File: config.mk
export PLATFORM = sky130hd
export DESIGN_NAME = caption_608_pair_classifier
export DESIGN_NICKNAME = d
export VERILOG_FILES = /design/src/rtl/cpc_pkg.sv /design/src/rtl/caption_608_pair_classifier.sv /design/src/rtl/cpc_screen.sv /design/src/rtl/cpc_decode.sv
export SDC_FILE = /design/constraint.sdc
export NUM_CORES = 1
export LEC_CHECK = 0
export ABC_AREA = 1
export BUFFER_PORTS_ARGS = -buffer_cell sky130_fd_sc_hd__buf_2
export CORE_MARGIN = 2
export CORE_UTILIZATION = 55
export DETAILED_ROUTE_END_ITERATION = 10
export PLACE_DENSITY = 0.8
export SLEW_MARGIN = 0
export SYNTH_ARGS = -nofsm -noshare
export SYNTH_HDL_FRONTEND = slang
export SYNTH_SLANG_ARGS = --single-unit
File: constraint.sdc
create_clock -name clk -period 3.1 [get_ports clk]
set_input_delay 0.155 -clock clk [delete_from_list [all_inputs] [get_ports clk]]
set_output_delay 0.155 -clock clk [all_outputs]
set_load 0.005 [all_outputs]
File: src/rtl/cpc_pkg.sv
// ----------------------------------------------------------------------------
// cpc_pkg
// Shared types, constants and helper functions for the caption byte pair
// classifier.
// ----------------------------------------------------------------------------
package cpc_pkg;

	// Result kind codes
	localparam logic [3:0] KIND_IGNORED      = 4'd0;
	localparam logic [3:0] KIND_PAC          = 4'd1;
	localparam logic [3:0] KIND_BAD_PAC      = 4'd2;
	localparam logic [3:0] KIND_ATTRIBUTE    = 4'd3;
	localparam logic [3:0] KIND_CONTROL      = 4'd4;
	localparam logic [3:0] KIND_UNKNOWN_CTRL = 4'd5;
	localparam logic [3:0] KIND_SPECIAL_NA   = 4'd6;
	localparam logic [3:0] KIND_SPECIAL_SF   = 4'd7;
	localparam logic [3:0] KIND_SPECIAL_PG   = 4'd8;
	localparam logic [3:0] KIND_CHARS        = 4'd9;
	localparam logic [3:0] KIND_TAB          = 4'd10;
	localparam logic [3:0] KIND_NONDATA      = 4'd11;

	// Padding header codes and the substitute for a first byte with bad parity
	localparam logic [7:0] HDR_PAD_A   = 8'hfa;
	localparam logic [7:0] HDR_PAD_B   = 8'hfc;
	localparam logic [7:0] HDR_PAD_C   = 8'hfd;
	localparam logic [6:0] BAD_PARITY_SUB = 7'h7f;

	// Row map plus one, indexed by PAC index; zero marks the index with no row
	localparam logic [3:0] ROW_PLUS_ONE [16] = '{
		4'd11, 4'd0, 4'd1, 4'd2, 4'd3, 4'd4, 4'd12, 4'd13,
		4'd14, 4'd15, 4'd5, 4'd6, 4'd7, 4'd8, 4'd9, 4'd10
	};

	// Pair after header and parity screening, parity bits stripped
	typedef struct packed {
		logic       drop;
		logic [6:0] b1;
		logic [6:0] b2;
	} cpc_pair_t;

	// One decoded result
	typedef struct packed {
		logic [3:0] kind;
		logic [3:0] pac_index;
		logic [3:0] row;
		logic [2:0] color;
		logic [1:0] style;
		logic [4:0] indent;
		logic [3:0] attribute_index;
		logic [3:0] control_code;
		logic [1:0] tab_spaces;
		logic [6:0] char_first;
		logic [6:0] char_second;
	} cpc_result_t;

	// Color from a five-bit attribute code
	function automatic logic [2:0] color_of(input logic [4:0] code);
		logic [3:0] half;
		half = code[4:1];
		if (half >= 4'd1 && half <= 4'd6) begin
			color_of = 3'(half - 4'd1);
		end else begin
			color_of = 3'd6;
		end
	endfunction

	// Style from a five-bit attribute code
	function automatic logic [1:0] style_of(input logic [4:0] code);
		priority if (code == 5'd14) begin
			style_of = 2'd2;
		end else if (code == 5'd15) begin
			style_of = 2'd3;
		end else if (code[0]) begin
			style_of = 2'd1;
		end else begin
			style_of = 2'd0;
		end
	endfunction

endpackage

File: src/rtl/caption_608_pair_classifier.sv
// ----------------------------------------------------------------------------
// caption_608_pair_classifier
// Closed-caption byte pair classifier, one result per transaction.
// ----------------------------------------------------------------------------
// Usage:
//   Input channel: drive command, header_byte, first_byte and second_byte
//   and raise start; the transaction is taken at a rising edge with start
//   high and busy low. busy is always low, so a transaction may be started
//   in every cycle.
//   Output channel: done is high for exactly one cycle with the result on
//   kind, pac_index, row, color, style, indent, attribute_index,
//   control_code, tab_spaces, char_first and char_second. Every transaction
//   yields exactly one result, in order.
//   Pipeline: the accepting edge loads the input register; the result register
//   is then loaded from it through the screen and decode logic, and done is
//   high while the result register holds the new result.
//   Throughput: one transaction per cycle, set by the single register stage
//   on each side of the decode logic.
//   Reset: arst_n clears both valid flags; payload registers are not reset.
//   The receiver cannot stall; results must be taken when done is high.
// ----------------------------------------------------------------------------
module caption_608_pair_classifier (
	input  logic       clk,
	input  logic       arst_n,
	input  logic       start,
	output logic       busy,
	input  logic       command,
	input  logic [7:0] header_byte,
	input  logic [7:0] first_byte,
	input  logic [7:0] second_byte,
	output logic       done,
	output logic [3:0] kind,
	output logic [3:0] pac_index,
	output logic [3:0] row,
	output logic [2:0] color,
	output logic [1:0] style,
	output logic [4:0] indent,
	output logic [3:0] attribute_index,
	output logic [3:0] control_code,
	output logic [1:0] tab_spaces,
	output logic [6:0] char_first,
	output logic [6:0] char_second
);

	logic                 vld_s1;
	logic                 command_s1;
	logic [7:0]           header_s1;
	logic [7:0]           first_s1;
	logic [7:0]           second_s1;
	cpc_pkg::cpc_pair_t   pair;
	cpc_pkg::cpc_result_t res;
	logic                 vld_s2;
	cpc_pkg::cpc_result_t res_s2;

	assign busy = 1'b0;

	// Input register valid
	always_ff @(posedge clk or negedge arst_n) begin
		if (!arst_n) begin
			vld_s1 <= 1'b0;
		end else begin
			vld_s1 <= start && !busy;
		end
	end

	// Input register payload
	always_ff @(posedge clk) begin
		if (start && !busy) begin
			command_s1 <= command;
			header_s1  <= header_byte;
			first_s1   <= first_byte;
			second_s1  <= second_byte;
		end
	end

	cpc_screen u_screen (
		.command     (command_s1),
		.header_byte (header_s1),
		.first_byte  (first_s1),
		.second_byte (second_s1),
		.pair        (pair)
	);

	cpc_decode u_decode (
		.pair (pair),
		.res  (res)
	);

	// Result register valid
	always_ff @(posedge clk or negedge arst_n) begin
		if (!arst_n) begin
			vld_s2 <= 1'b0;
		end else begin
			vld_s2 <= vld_s1;
		end
	end

	// Result register payload
	always_ff @(posedge clk) begin
		if (vld_s1) begin
			res_s2 <= res;
		end
	end

	assign done            = vld_s2;
	assign kind            = res_s2.kind;
	assign pac_index       = res_s2.pac_index;
	assign row             = res_s2.row;
	assign color           = res_s2.color;
	assign style           = res_s2.style;
	assign indent          = res_s2.indent;
	assign attribute_index = res_s2.attribute_index;
	assign control_code    = res_s2.control_code;
	assign tab_spaces      = res_s2.tab_spaces;
	assign char_first      = res_s2.char_first;
	assign char_second     = res_s2.char_second;

endmodule

File: src/rtl/cpc_screen.sv
// ----------------------------------------------------------------------------
// cpc_screen
// Header, parity and padding checks; strips parity from both bytes.
// ----------------------------------------------------------------------------
module cpc_screen (
	input  logic               command,
	input  logic [7:0]         header_byte,
	input  logic [7:0]         first_byte,
	input  logic [7:0]         second_byte,
	output cpc_pkg::cpc_pair_t pair
);

	logic       hdr_ok;
	logic       b2_odd;
	logic [6:0] b1_fixed;
	logic       is_pad_hdr;
	logic       is_pad;

	// Packet header: valid bit set, type zero
	assign hdr_ok = header_byte[2] && (header_byte[1:0] == 2'b00);
	assign b2_odd = ^second_byte;

	// Bad parity on the first byte substitutes the fill code
	assign b1_fixed = (^first_byte) ? first_byte[6:0] : cpc_pkg::BAD_PARITY_SUB;

	assign is_pad_hdr = (header_byte == cpc_pkg::HDR_PAD_A) ||
		(header_byte == cpc_pkg::HDR_PAD_B) || (header_byte == cpc_pkg::HDR_PAD_C);
	assign is_pad = is_pad_hdr && (b1_fixed == 7'd0) && (second_byte[6:0] == 7'd0);

	// Bare pairs bypass all checks
	always_comb begin
		if (command) begin
			pair.drop = 1'b0;
			pair.b1   = first_byte[6:0];
		end else begin
			pair.drop = !hdr_ok || !b2_odd || is_pad;
			pair.b1   = b1_fixed;
		end
		pair.b2 = second_byte[6:0];
	end

endmodule

File: src/rtl/cpc_decode.sv
// ----------------------------------------------------------------------------
// cpc_decode
// Decodes a screened pair into ignored, PAC, attribute, control, special, character,
// tab or non-data results.
// ----------------------------------------------------------------------------
module cpc_decode (
	input  cpc_pkg::cpc_pair_t   pair,
	output cpc_pkg::cpc_result_t res
);

	logic [6:0] b1;
	logic [6:0] b2;
	logic       is_pac;
	logic       is_attr;
	logic       is_ctrl_grp;
	logic [3:0] pac_idx;
	logic [3:0] row_p1;
	logic [4:0] code;

	assign b1 = pair.b1;
	assign b2 = pair.b2;

	assign is_pac = ((b1 == 7'h10) && (b2 >= 7'h40) && (b2 <= 7'h5f)) ||
		((b1 >= 7'h11) && (b1 <= 7'h17) && (b2 >= 7'h40));
	assign is_attr = ((b1 == 7'h11) && (b2 >= 7'h20) && (b2 <= 7'h2f)) ||
		((b1 == 7'h17) && (b2 >= 7'h2e) && (b2 <= 7'h2f));
	assign is_ctrl_grp = (b1 == 7'h14) || (b1 == 7'h15) || (b1 == 7'h1c);

	assign pac_idx = {b1[2:0], b2[5]};
	assign row_p1  = cpc_pkg::ROW_PLUS_ONE[pac_idx];
	assign code    = b2[4:0];

	// Classification in priority order; unused fields stay zero
	always_comb begin
		res = '0;
		priority if (pair.drop) begin
			res.kind = cpc_pkg::KIND_IGNORED;
		end else if (is_pac) begin
			res.pac_index = pac_idx;
			if (row_p1 == 4'd0) begin
				res.kind = cpc_pkg::KIND_BAD_PAC;
			end else begin
				res.kind   = cpc_pkg::KIND_PAC;
				res.row    = row_p1 - 4'd1;
				res.color  = cpc_pkg::color_of(code);
				res.style  = cpc_pkg::style_of(code);
				res.indent = code[4] ? {code[3:0], 1'b0} : 5'd0;
			end
		end else if (is_attr) begin
			res.kind            = cpc_pkg::KIND_ATTRIBUTE;
			res.attribute_index = b2[3:0];
			res.color           = cpc_pkg::color_of({1'b0, b2[3:0]});
			res.style           = cpc_pkg::style_of({1'b0, b2[3:0]});
		end else if (is_ctrl_grp) begin
			if (b2 >= 7'h20 && b2 <= 7'h2f) begin
				res.kind         = cpc_pkg::KIND_CONTROL;
				res.control_code = b2[3:0];
			end else begin
				res.kind = cpc_pkg::KIND_UNKNOWN_CTRL;
			end
		end else if (b1 == 7'h11) begin
			res.kind = cpc_pkg::KIND_SPECIAL_NA;
		end else if (b1 == 7'h12) begin
			res.kind = cpc_pkg::KIND_SPECIAL_SF;
		end else if (b1 == 7'h13) begin
			res.kind = cpc_pkg::KIND_SPECIAL_PG;
		end else if (b1 >= 7'h20) begin
			res.kind        = cpc_pkg::KIND_CHARS;
			res.char_first  = b1;
			res.char_second = b2;
		end else if ((b1 == 7'h17) && (b2 >= 7'h21) && (b2 <= 7'h23)) begin
			res.kind       = cpc_pkg::KIND_TAB;
			res.tab_spaces = b2[1:0];
		end else begin
			res.kind = cpc_pkg::KIND_NONDATA;
		end
	end

endmodule
# ---- Yosys cells after proc, flatten, opt, wreduce, memory -nomap -nowiden
# Memory sizes are Yosys's and may differ from the RTL's.
# Index checks and enable logic that the tools add are counted.
dict set report classes {
  n_eq_ne 15
  mux 25
  n_reduce_logical 39
  addsub 3
  n_lt_le_gt_ge 15
  bitwise_logic 8
}
# cell count
set ops {}
lappend ops {{7-bit by 5-bit equality test with 1-bit output, second input constant} 8}
lappend ops {{4-bit two-way mux} 8}
lappend ops {{7-bit by 6-bit greater-or-equal comparator with 1-bit output, second input constant} 4}
lappend ops {{8-bit equality test, second input constant} 3}
lappend ops {{1-bit logical AND} 16}
lappend ops {{8-bit parity} 2}
lappend ops {{5-bit two-way mux} 3}
lappend ops {{7-bit by 6-bit <= comparator with 1-bit output, second input constant} 2}
lappend ops {{7-bit zero test} 2}
lappend ops {{2-bit two-way mux} 6}
lappend ops {{5-bit by 4-bit equality test with 1-bit output, second input constant} 2}
lappend ops {{10-bit two-way mux} 1}
lappend ops {{9-bit OR reduction} 1}
lappend ops {{4-bit equality test, second input constant} 2}
lappend ops {{1-bit logical OR} 8}
lappend ops {{8-bit two-way mux} 1}
lappend ops {{8-bit OR reduction} 1}
lappend ops {{7-bit by 5-bit greater-or-equal comparator with 1-bit output, second input constant} 1}
lappend ops {{7-bit greater-or-equal comparator, second input constant} 1}
lappend ops {{7-bit by 5-bit <= comparator with 1-bit output, second input constant} 1}
lappend ops {{7-bit <= comparator, second input constant} 1}
lappend ops {{7-bit two-way mux} 1}
lappend ops {{1-bit NOT} 7}
lappend ops {{3-bit two-way mux} 2}
lappend ops {{other kinds (16)} 21}
dict set report totals {
  mem_count 1
  register_bits 73
  wordCells 124
  rom_bits 64
  inputBits 28
}
# memory depth word_bits read_ports rd_clocked_by_memory_dff write_ports line
set mem_list {}
lappend mem_list {{(no name shown)} 16 4 1 0 0 cpc_decode.sv:30} ;# assign row_p1 = cpc_pkg::ROW_PLUS_ONE[pac_idx];

# ---- Logic depth before layout (Yosys ltp)
# Gate-level depths: netlist of the first run.
dict set report logic_depth {
  depth_word 18
  ltp_mapped 20
  depth_no_buf 19
}

# ---- Modules after synthesis
# A second synthesis of the first run with hierarchy kept.
dict set report unflattened {
  hier_cells 390
  hier_area_um2 3738.6
}
# module area_per_inst_um2 n_inst seq_area_each_um2 cells_each
set by_module_without_submodules {}
lappend by_module_without_submodules {caption_608_pair_classifier 2193.4 1 2182.1 75}
lappend by_module_without_submodules {cpc_decode 1083.5 1 0.0 212}
lappend by_module_without_submodules {cpc_screen 461.7 1 0.0 103}

# ---- Worst setup path after synthesis of the first run
# No wires, ideal clock.
dict set report synth_path {
  kind {register -> register}
  start {register first_s1[2]}
  end {register res_s2, in the netlist kind[0], data pin}
  arrival_ns 2.365
  setup_time_ns 0.254
  required_time_ns 2.846
  n_path_buf 1
  stages_incl_launch_ff 20
  setup_slack_ns 0.481
  cell_sequence {edfxtp_1 -> nor2_1 -> nor2_2 -> nand2_1 -> nand2_1 -> nand2_2 -> nand3_4 -> buf_6 -> nand2_1 -> inv_1 -> ha_1 -> inv_1 -> nand3_1 -> nand3_1 -> ha_1 -> nand2_1 -> nor2_2 -> nor2_4 -> nor2_1 -> nand2_1}
}
dict set report synth_via {
  elab_chain_cells 14
}
# item line
set synth_rtl {}
lappend synth_rtl {{from (decl)} caption_608_pair_classifier.sv:48} ;# logic [7:0] first_s1;
lappend synth_rtl {{from (signal assigned)} caption_608_pair_classifier.sv:71} ;# first_s1 <= first_byte;
lappend synth_rtl {{8-bit parity} cpc_screen.sv:24} ;# assign b1_fixed = (^first_byte) ? first_byte[6:0] : cpc_pkg::BAD_PARITY_SUB;
lappend synth_rtl {{7-bit two-way mux} cpc_screen.sv:24}
lappend synth_rtl {{8-bit two-way mux (*)} cpc_screen.sv:32} ;# if (command) begin
lappend synth_rtl {{parallel branches: the longest is 11 deep, another holds 7-bit by 6-bit greater-or-equal comparator with 1-bit output} -}
lappend synth_rtl {{to (signal assigned)} caption_608_pair_classifier.sv:101} ;# res_s2 <= res;
lappend synth_rtl {{to (decl)} caption_608_pair_classifier.sv:53} ;# cpc_pkg::cpc_result_t res_s2;
# Every way passes the cells marked *. The select of a mux whose other input is x is not followed.
# A chain may end at the register's enable or synchronous reset.

# ---- Worst setup path after layout of the first run
dict set report layout_path {
  start {register second_s1[2]}
  end {register res_s2, in the netlist char_first[6], data pin}
}
dict set report layout_via {
  elab_chain_cells 6
}
# item line
set layout_rtl {}
lappend layout_rtl {{from (decl)} caption_608_pair_classifier.sv:49} ;# logic [7:0] second_s1;
lappend layout_rtl {{from (signal assigned)} caption_608_pair_classifier.sv:72} ;# second_s1 <= second_byte;
lappend layout_rtl {{parallel branches: the longest is 5 deep, another holds 7-bit by 6-bit greater-or-equal comparator with 1-bit output} -}
lappend layout_rtl {{8-bit OR reduction (no source line) (*)} -}
# Every way passes the cells marked *.

==> impl_metrics.yaml, run 1 <==
final_layout:
  layout_common_cells: "nand2_1 (85), buf_2 (73), edfxtp_1 (70)"
  stdcell_count: 573
  area_delta_synth_final_pct: 24.88
  drive_gt1_frac: 0.2698
  fill_cells: 492
  antenna_cells: 0
  final_common_cell: "nand2_1"
  nets: 533
clock_tree:
  clockRootBuffer: "clkbuf_8"
  clock_path_buffers: 2
  clock_latency_ps: 350
  cts_setup_buffers: 0
  cts_buffers: 9
  clkSinkCount: 72
  ctsResizeCount: 0
  path_clk_slew_ps: 80
  h-tree-depth: 3
  cts_tree: "done"
setup_path:
  reg2reg_from: "second_s1[2]"
  cp-start-kind: "flip-flop"
  worstPathRequired_ps: 3300
  timing.critical_path.max_delay_family: "simple AND/OR/NAND/NOR gates"
  rr_endpoint: "char_first[6]"
  reg2regPathDepth: 13
  reg2reg_slack_ps: 270
  slowest_delay_ps: 430
  critical_path_class: "reg -> reg"
  worst-path-buf-inv: 2
  arrival_ps: 3030
  cp_common_cell: "nand2_1"
  cp-end-kind: "flip-flop"
  timing.critical_path.depth: 13
  slowest_stage: "edfxtp_1"
  startpoint: "second_s1[2]"
  cp_cell_sequence: "inv_1, ha_1, xor2_1, or2_1, nand2_1, nand2_1, a21oi_1, nand2_1, nand2_4, inv_1, a21oi_4, nand2_2, a21oi_1"
  cp_max_fo: 13
  critPathCapture: "char_first[6]"
sta:
  slew_headroom: 0.3439
  slew_violations: 0
  period_share: 0.9137
  worst_slew_pin_slew_ps: 984.1
  grt_setup_unrepaired: "false"
  fin_skew_ps: 11.08
  finalSetupTns_ps: 0
  hold_viol: 0
  period_minus_slack_ps: 2832
  setup_viol: 0
  fmax_ghz: 0.3531
synthesis:
  yosys.area.top_type: "edfxtp_1"
  synthTopCellsByArea: "edfxtp_1 (56%), nand2_1 (8.4%), ha_1 (5.6%), nor2_1 (4.6%), nand3_1 (3.3%)"
  yosysTopAreaCellShare: 0.5567
  yosysSeqAreaShare: 0.5699
  ys_warn_count: 0
  syn_area_um2: 3776
  yosys_register_bits: 72
  synth_area_per_cell_um2: 9.990
  synthCells: 378
  synth_cell_types: 38
placed_design:
  place_inst: 531
  gp_congestion: 0.8887
  io_buffers: 73
  dpl.hpwl_um: 5235
grt:
  grtUsageTotal: 0.2135
  grt_max_degree: 47
  grt_pass1_wl_um: 12310
  grt_overflow_total: 0
  grt_pass1_vias: 2747
  grt_antenna_before_repair: 0
pwr:
  leakagePower_nw: 2.091
  power_density_nw_per_um2: 523.3
  ir_drop_mv: 0.3482
die:
  die_w_um: 86.86
  initial_utilization: 0.5620
  die_h_um: 86.86
  die_area_um2: 7545
  pin_count: 76
  coreArea_um2: 6719
  rows: 30
worst_hold_path:
  hold_path_class: "in -> async"
status:
  outcome: "finished, final reports clean"
drt:
  wl_per_cell_um: 13.00
  vias: 2972
  drc_errors: 0
  drt_iter0_drc: 214
  viasPerCell: 5.187
  firstDrtPassIters: 5
  ant_nets: 0
  drt-total-wl_um: 7450
flow_run:
  maxCapViolCount: 0
## timing repair
action / 4_1_cts / 5_1_grt
endpoints found under the setup margin: 0 / 0
hold buffers: 26 / 0
hold endpoints to repair: 27 / 0
## layer usage
metal	vias to the layer above	GRT usage	part of all wire
li1	1495	-	-
met1	1344	0.2719	0.43
met2	118	0.3456	0.49
met3	15	0.04360	0.056
met4	0	0.1094	0.021
met5	-	0	0
## flip-flops by register name (all words and copies together), names as in the netlist
name             cells
first_s1             8
header_s1            8
second_s1            8
char_first           7
char_second          7
attribute_index      4
control_code         4
indent               4
kind                 4
pac_index            4
row                  4
color                3
style                2
tab_spaces           2
command_s1           1
done                 1
vld_s1               1
## power by group
part           total (mW)  internal (mW)  leakage, nW  switching, mW
clock               0.835          0.463        0.114          0.373
combinational       0.429          0.171         1.28          0.258
sequential           1.20           1.15        0.697         0.0508
total                2.47           1.79         2.09          0.681
## Yosys cell counts
library cell	instances
nand2_1	85
edfxtp_1	70
nor2_1	46
inv_1	32
nand3_1	25
ha_1	17
a21oi_1	14
o21ai_0	13
nor2_2	10
inv_2	8
nand2_2	6
nand4_1	6
nand2_4	4
a31oi_1	3
buf_4	3
buf_6	3
clkinv_1	3
nand3_2	3
o21ai_1	3
a21oi_2	2
dfrtp_1	2
nand3b_1	2
nor3_1	2
xnor2_1	2
a21boi_0	1
a21oi_4	1
and3_1	1
conb_1	1
nand3_4	1
nand4_4	1
nor2_4	1
nor4_1	1
o211ai_1	1
o21bai_1	1
o221ai_1	1
or2_1	1
or2_2	1
xor2_1	1
## worst min-delay path by stage
stage | end | slack, ps | cells after the start
detailed placement | done | -60 | 1
global placement | done | -60 | 1
global route | vld_s1 | 100 | 2
finish | vld_s1 | 120 | 2
CTS | vld_s1 | 100 | 2
floorplan | done | -140 | 0
## worst reg2reg max path, stage by stage (launching register included)
cell,delay [ps]
edfxtp_1,430
inv_1,300
ha_1,310
xor2_1,170
or2_1,230
nand2_1,60
nand2_1,40
a21oi_1,120
nand2_1,100
nand2_4,140
inv_1,90
a21oi_4,220
nand2_2,280
a21oi_1,200
## cell families (layout without fill, tap and decap cells)
logic type / Yosys count / count (layout) / synth area share
buffers and inverters: 49 / 163 / 0.05765
adders and majority gates: 17 / 17 / 0.05633
AOI/OAI and AO/OA: 40 / 40 / 0.06197
DFF: 72 / 72 / 0.5699
and+or+nand+nor: 196 / 196 / 0.2462
other: 1 / 2 / 0.0009931
xor gates and xnor gates: 3 / 3 / 0.006960
## stage by stage
step                utilization  power, mW  hold WS [ps]  area, µm²  setup slack [ps]
floorplan                     -      1.496        -140.6       3780             481.0
finish                   0.7019      2.468         118.6       4716             267.6
global route             0.7019      2.598         99.46       4716             6.806
detailed placement       0.6292      1.627        -57.84       4228             283.2
CTS                      0.7019      2.476         98.56       4716             261.0
global placement         0.6292      1.608        -60.49       4228             316.5
## layout make-up
cell class	instances	area [µm²]	area share
flip-flops and latches	72	2153	0.4566
multi-input cells	258	1410	0.2990
repair buffers	104	663.1	0.1406
inverters	43	161.4	0.03423
clock buffers	9	123.9	0.02627
clock inverters	7	103.9	0.02202
well taps	80	100.1	0.02123
Power figures use the tool's default switching activity.
==> inputs of run 2 (changes only) <==
--- a/config.mk
+++ b/config.mk
@@ -8,9 +8,9 @@
 export ABC_AREA = 1
 export BUFFER_PORTS_ARGS = -buffer_cell sky130_fd_sc_hd__buf_2
 export CORE_MARGIN = 2
-export CORE_UTILIZATION = 55
+export CORE_UTILIZATION = 59
 export DETAILED_ROUTE_END_ITERATION = 10
-export PLACE_DENSITY = 0.8
+export PLACE_DENSITY = 0.85
 export SLEW_MARGIN = 0
 export SYNTH_ARGS = -nofsm -noshare
 export SYNTH_HDL_FRONTEND = slang
==> constraint.sdc (replaced) <==
create_clock -name clk -period 3.51 [get_ports clk]
set_input_delay 0.1755 -clock clk [delete_from_list [all_inputs] [get_ports clk]]
set_output_delay 0.1755 -clock clk [all_outputs]
set_load 0.005 [all_outputs]
==> run 2 against run 1 <==
Against the previous run: worst setup slack better by 70 ps; critical path type unchanged; sequential share of layout area is 0.061 points higher; clock skew is 2.7 ps lower; critical path depth is 5 higher; largest power group unchanged; count of clock-buffer cells in the layout stayed put.
==> impl_metrics.yaml, run 2 (same netlist as run 1, synthesis figures left out) <==
grt:
  grt_pass1_wl_um: 13140
  grtUsageTotal: 0.2390
  grt_overflow_total: 0
  grt_pass1_vias: 2957
  grt_max_degree: 47
  grt_antenna_before_repair: 0
status:
  outcome: "finished, final reports clean"
final_layout:
  drive_gt1_frac: 0.2638
  largestRegisters: "first_s1: 8 flops, header_s1: 8 flops, second_s1: 8 flops"
  multiInputGateArea_um2: 1410
  area_delta_synth_final_pct: 24.72
  layout_common_cells: "nand2_1 (85), buf_2 (73), edfxtp_1 (70)"
  antenna_cells: 0
  stdcell_count: 566
  final_common_cell: "nand2_1"
  seqCellArea_um2: 2153
  nets: 529
  fill_cells: 442
placed_design:
  gp_congestion: 0.8919
  io_buffers: 73
  dpl.hpwl_um: 5288
  dpl_worst_slack_ps: 411.3
  place_inst: 525
sta:
  worst_slew_pin_slew_ps: 975.0
  layout_setup_ws_ps: 337.2
  fmax_ghz: 0.3152
  slew_violations: 0
  hold_viol: 0
  fin_skew_ps: 8.425
  period_minus_slack_ps: 3173
  period_share: 0.9039
  setup_viol: 0
  slew_headroom: 0.3500
  grt_setup_unrepaired: "false"
  finalSetupTns_ps: 0
setup_path:
  cp-start-kind: "flip-flop"
  critical_path_class: "reg -> reg"
  arrival_ps: 3290
  cp_max_fo: 21
  cp-end-kind: "flip-flop"
  worstPathRequired_ps: 3620
  startpoint: "first_s1[2]"
  reg2reg_from: "first_s1[2]"
  reg2regPathDepth: 18
pwr:
  leakagePower_nw: 2.089
  power_density_nw_per_um2: 487.1
  ir_drop_mv: 0.3524
worst_hold_path:
  hold_path_class: "in -> reg"
  min_from: "first_byte[1]"
  hold_depth: 1
die:
  die_w_um: 84
  die_area_um2: 7056
  coreArea_um2: 6277
  initial_utilization: 0.6016
  rows: 29
  pin_count: 76
  die_h_um: 84
drt:
  wl_per_cell_um: 14.23
  met2_length_um: 4121
  top_layer_used: "met4"
  firstDrtPassIters: 5
  met1_length_um: 3235
  drc_errors: 0
  viasPerCell: 5.292
  ant_nets: 0
  drt_iter0_drc: 328
  vias: 2995
  drt-total-wl_um: 8056
  route.met3.wl_um: 535
clock_tree:
  clock_latency_ps: 360
  clock_path_buffers: 2
  cts_buffers: 9
  clockRootBuffer: "clkbuf_8"
  cts_tree: "done"
  h-tree-depth: 3
  path_clk_slew_ps: 80
  ctsResizeCount: 0
  clkSinkCount: 72
flow_run:
  maxCapViolCount: 0
run 2: routing by layer:
metal	up-vias	GRT usage
met5	-	0
met4	0	0.1085
met3	17	0.06528
met2	136	0.4087
met1	1363	0.2809
li1	1479	-
run 2: area by class of cell:
type,instances,area share
Sequential cell,72,0.4572
Multi-Input combinational cell,258,0.2994
Timing Repair Buffer,100,0.1339
Inverter,43,0.03427
Clock inverter,7,0.02843
Clock buffer,9,0.02630
Tap cell,77,0.02046
run 2: where the power goes:
part           switching (mW)  total [mW]  internal (mW)  leakage [nW]
Sequential             0.0469        1.07           1.02         0.697
Combinational           0.230       0.377          0.146          1.26
Clock                   0.313       0.852          0.539         0.131
Total                   0.590        2.29           1.70          2.09
run 2: path summary, 6_finish.rpt:
path | to | slack, ps
setup / recovery | kind[0] | 340
hold / removal | first_s1[1] | 10
setup reg to reg | kind[0] | 340
hold reg to reg | char_first[5] | 710
max in group asynchronous | vld_s1 | 3260
min in group asynchronous | done | 140
run 2: repair_timing:
item,in CTS,in global routing
endpoints found under the hold margin,24,2
setup endpoints to repair,0,0
buffers inserted,0,0
hold buffers,23,2
run 2: critical path, cell delays in order, from the launching register on:
cell and delay (ps):
edfxtp_1 480, nor2_1 300, nor2_2 80, nand2_1 60, nand2_1 50, nand2_2 80
nand3_4 250, nand2_1 230, inv_1 120, ha_1 220, inv_1 100, nand3_1 90
nand3_1 150, ha_1 230, nand2_1 110, nor2_2 140, nor2_4 60, nor2_1 110
nand2_1 70
run 2: per-stage QoR:
step	hold WS [ps]	util	cell area [µm²]	power, mW
6_report	11.42	0.7502	4710	2.294
5_1_grt	3.682	0.7502	4710	2.386
4_1_cts	0.4691	0.7471	4690	2.282
3_5_place_dp	-36.49	0.6693	4202	1.431
3_3_place_gp	-39.59	0.6693	4202	1.413
2_1_floorplan	-120.1	-	3780	1.322
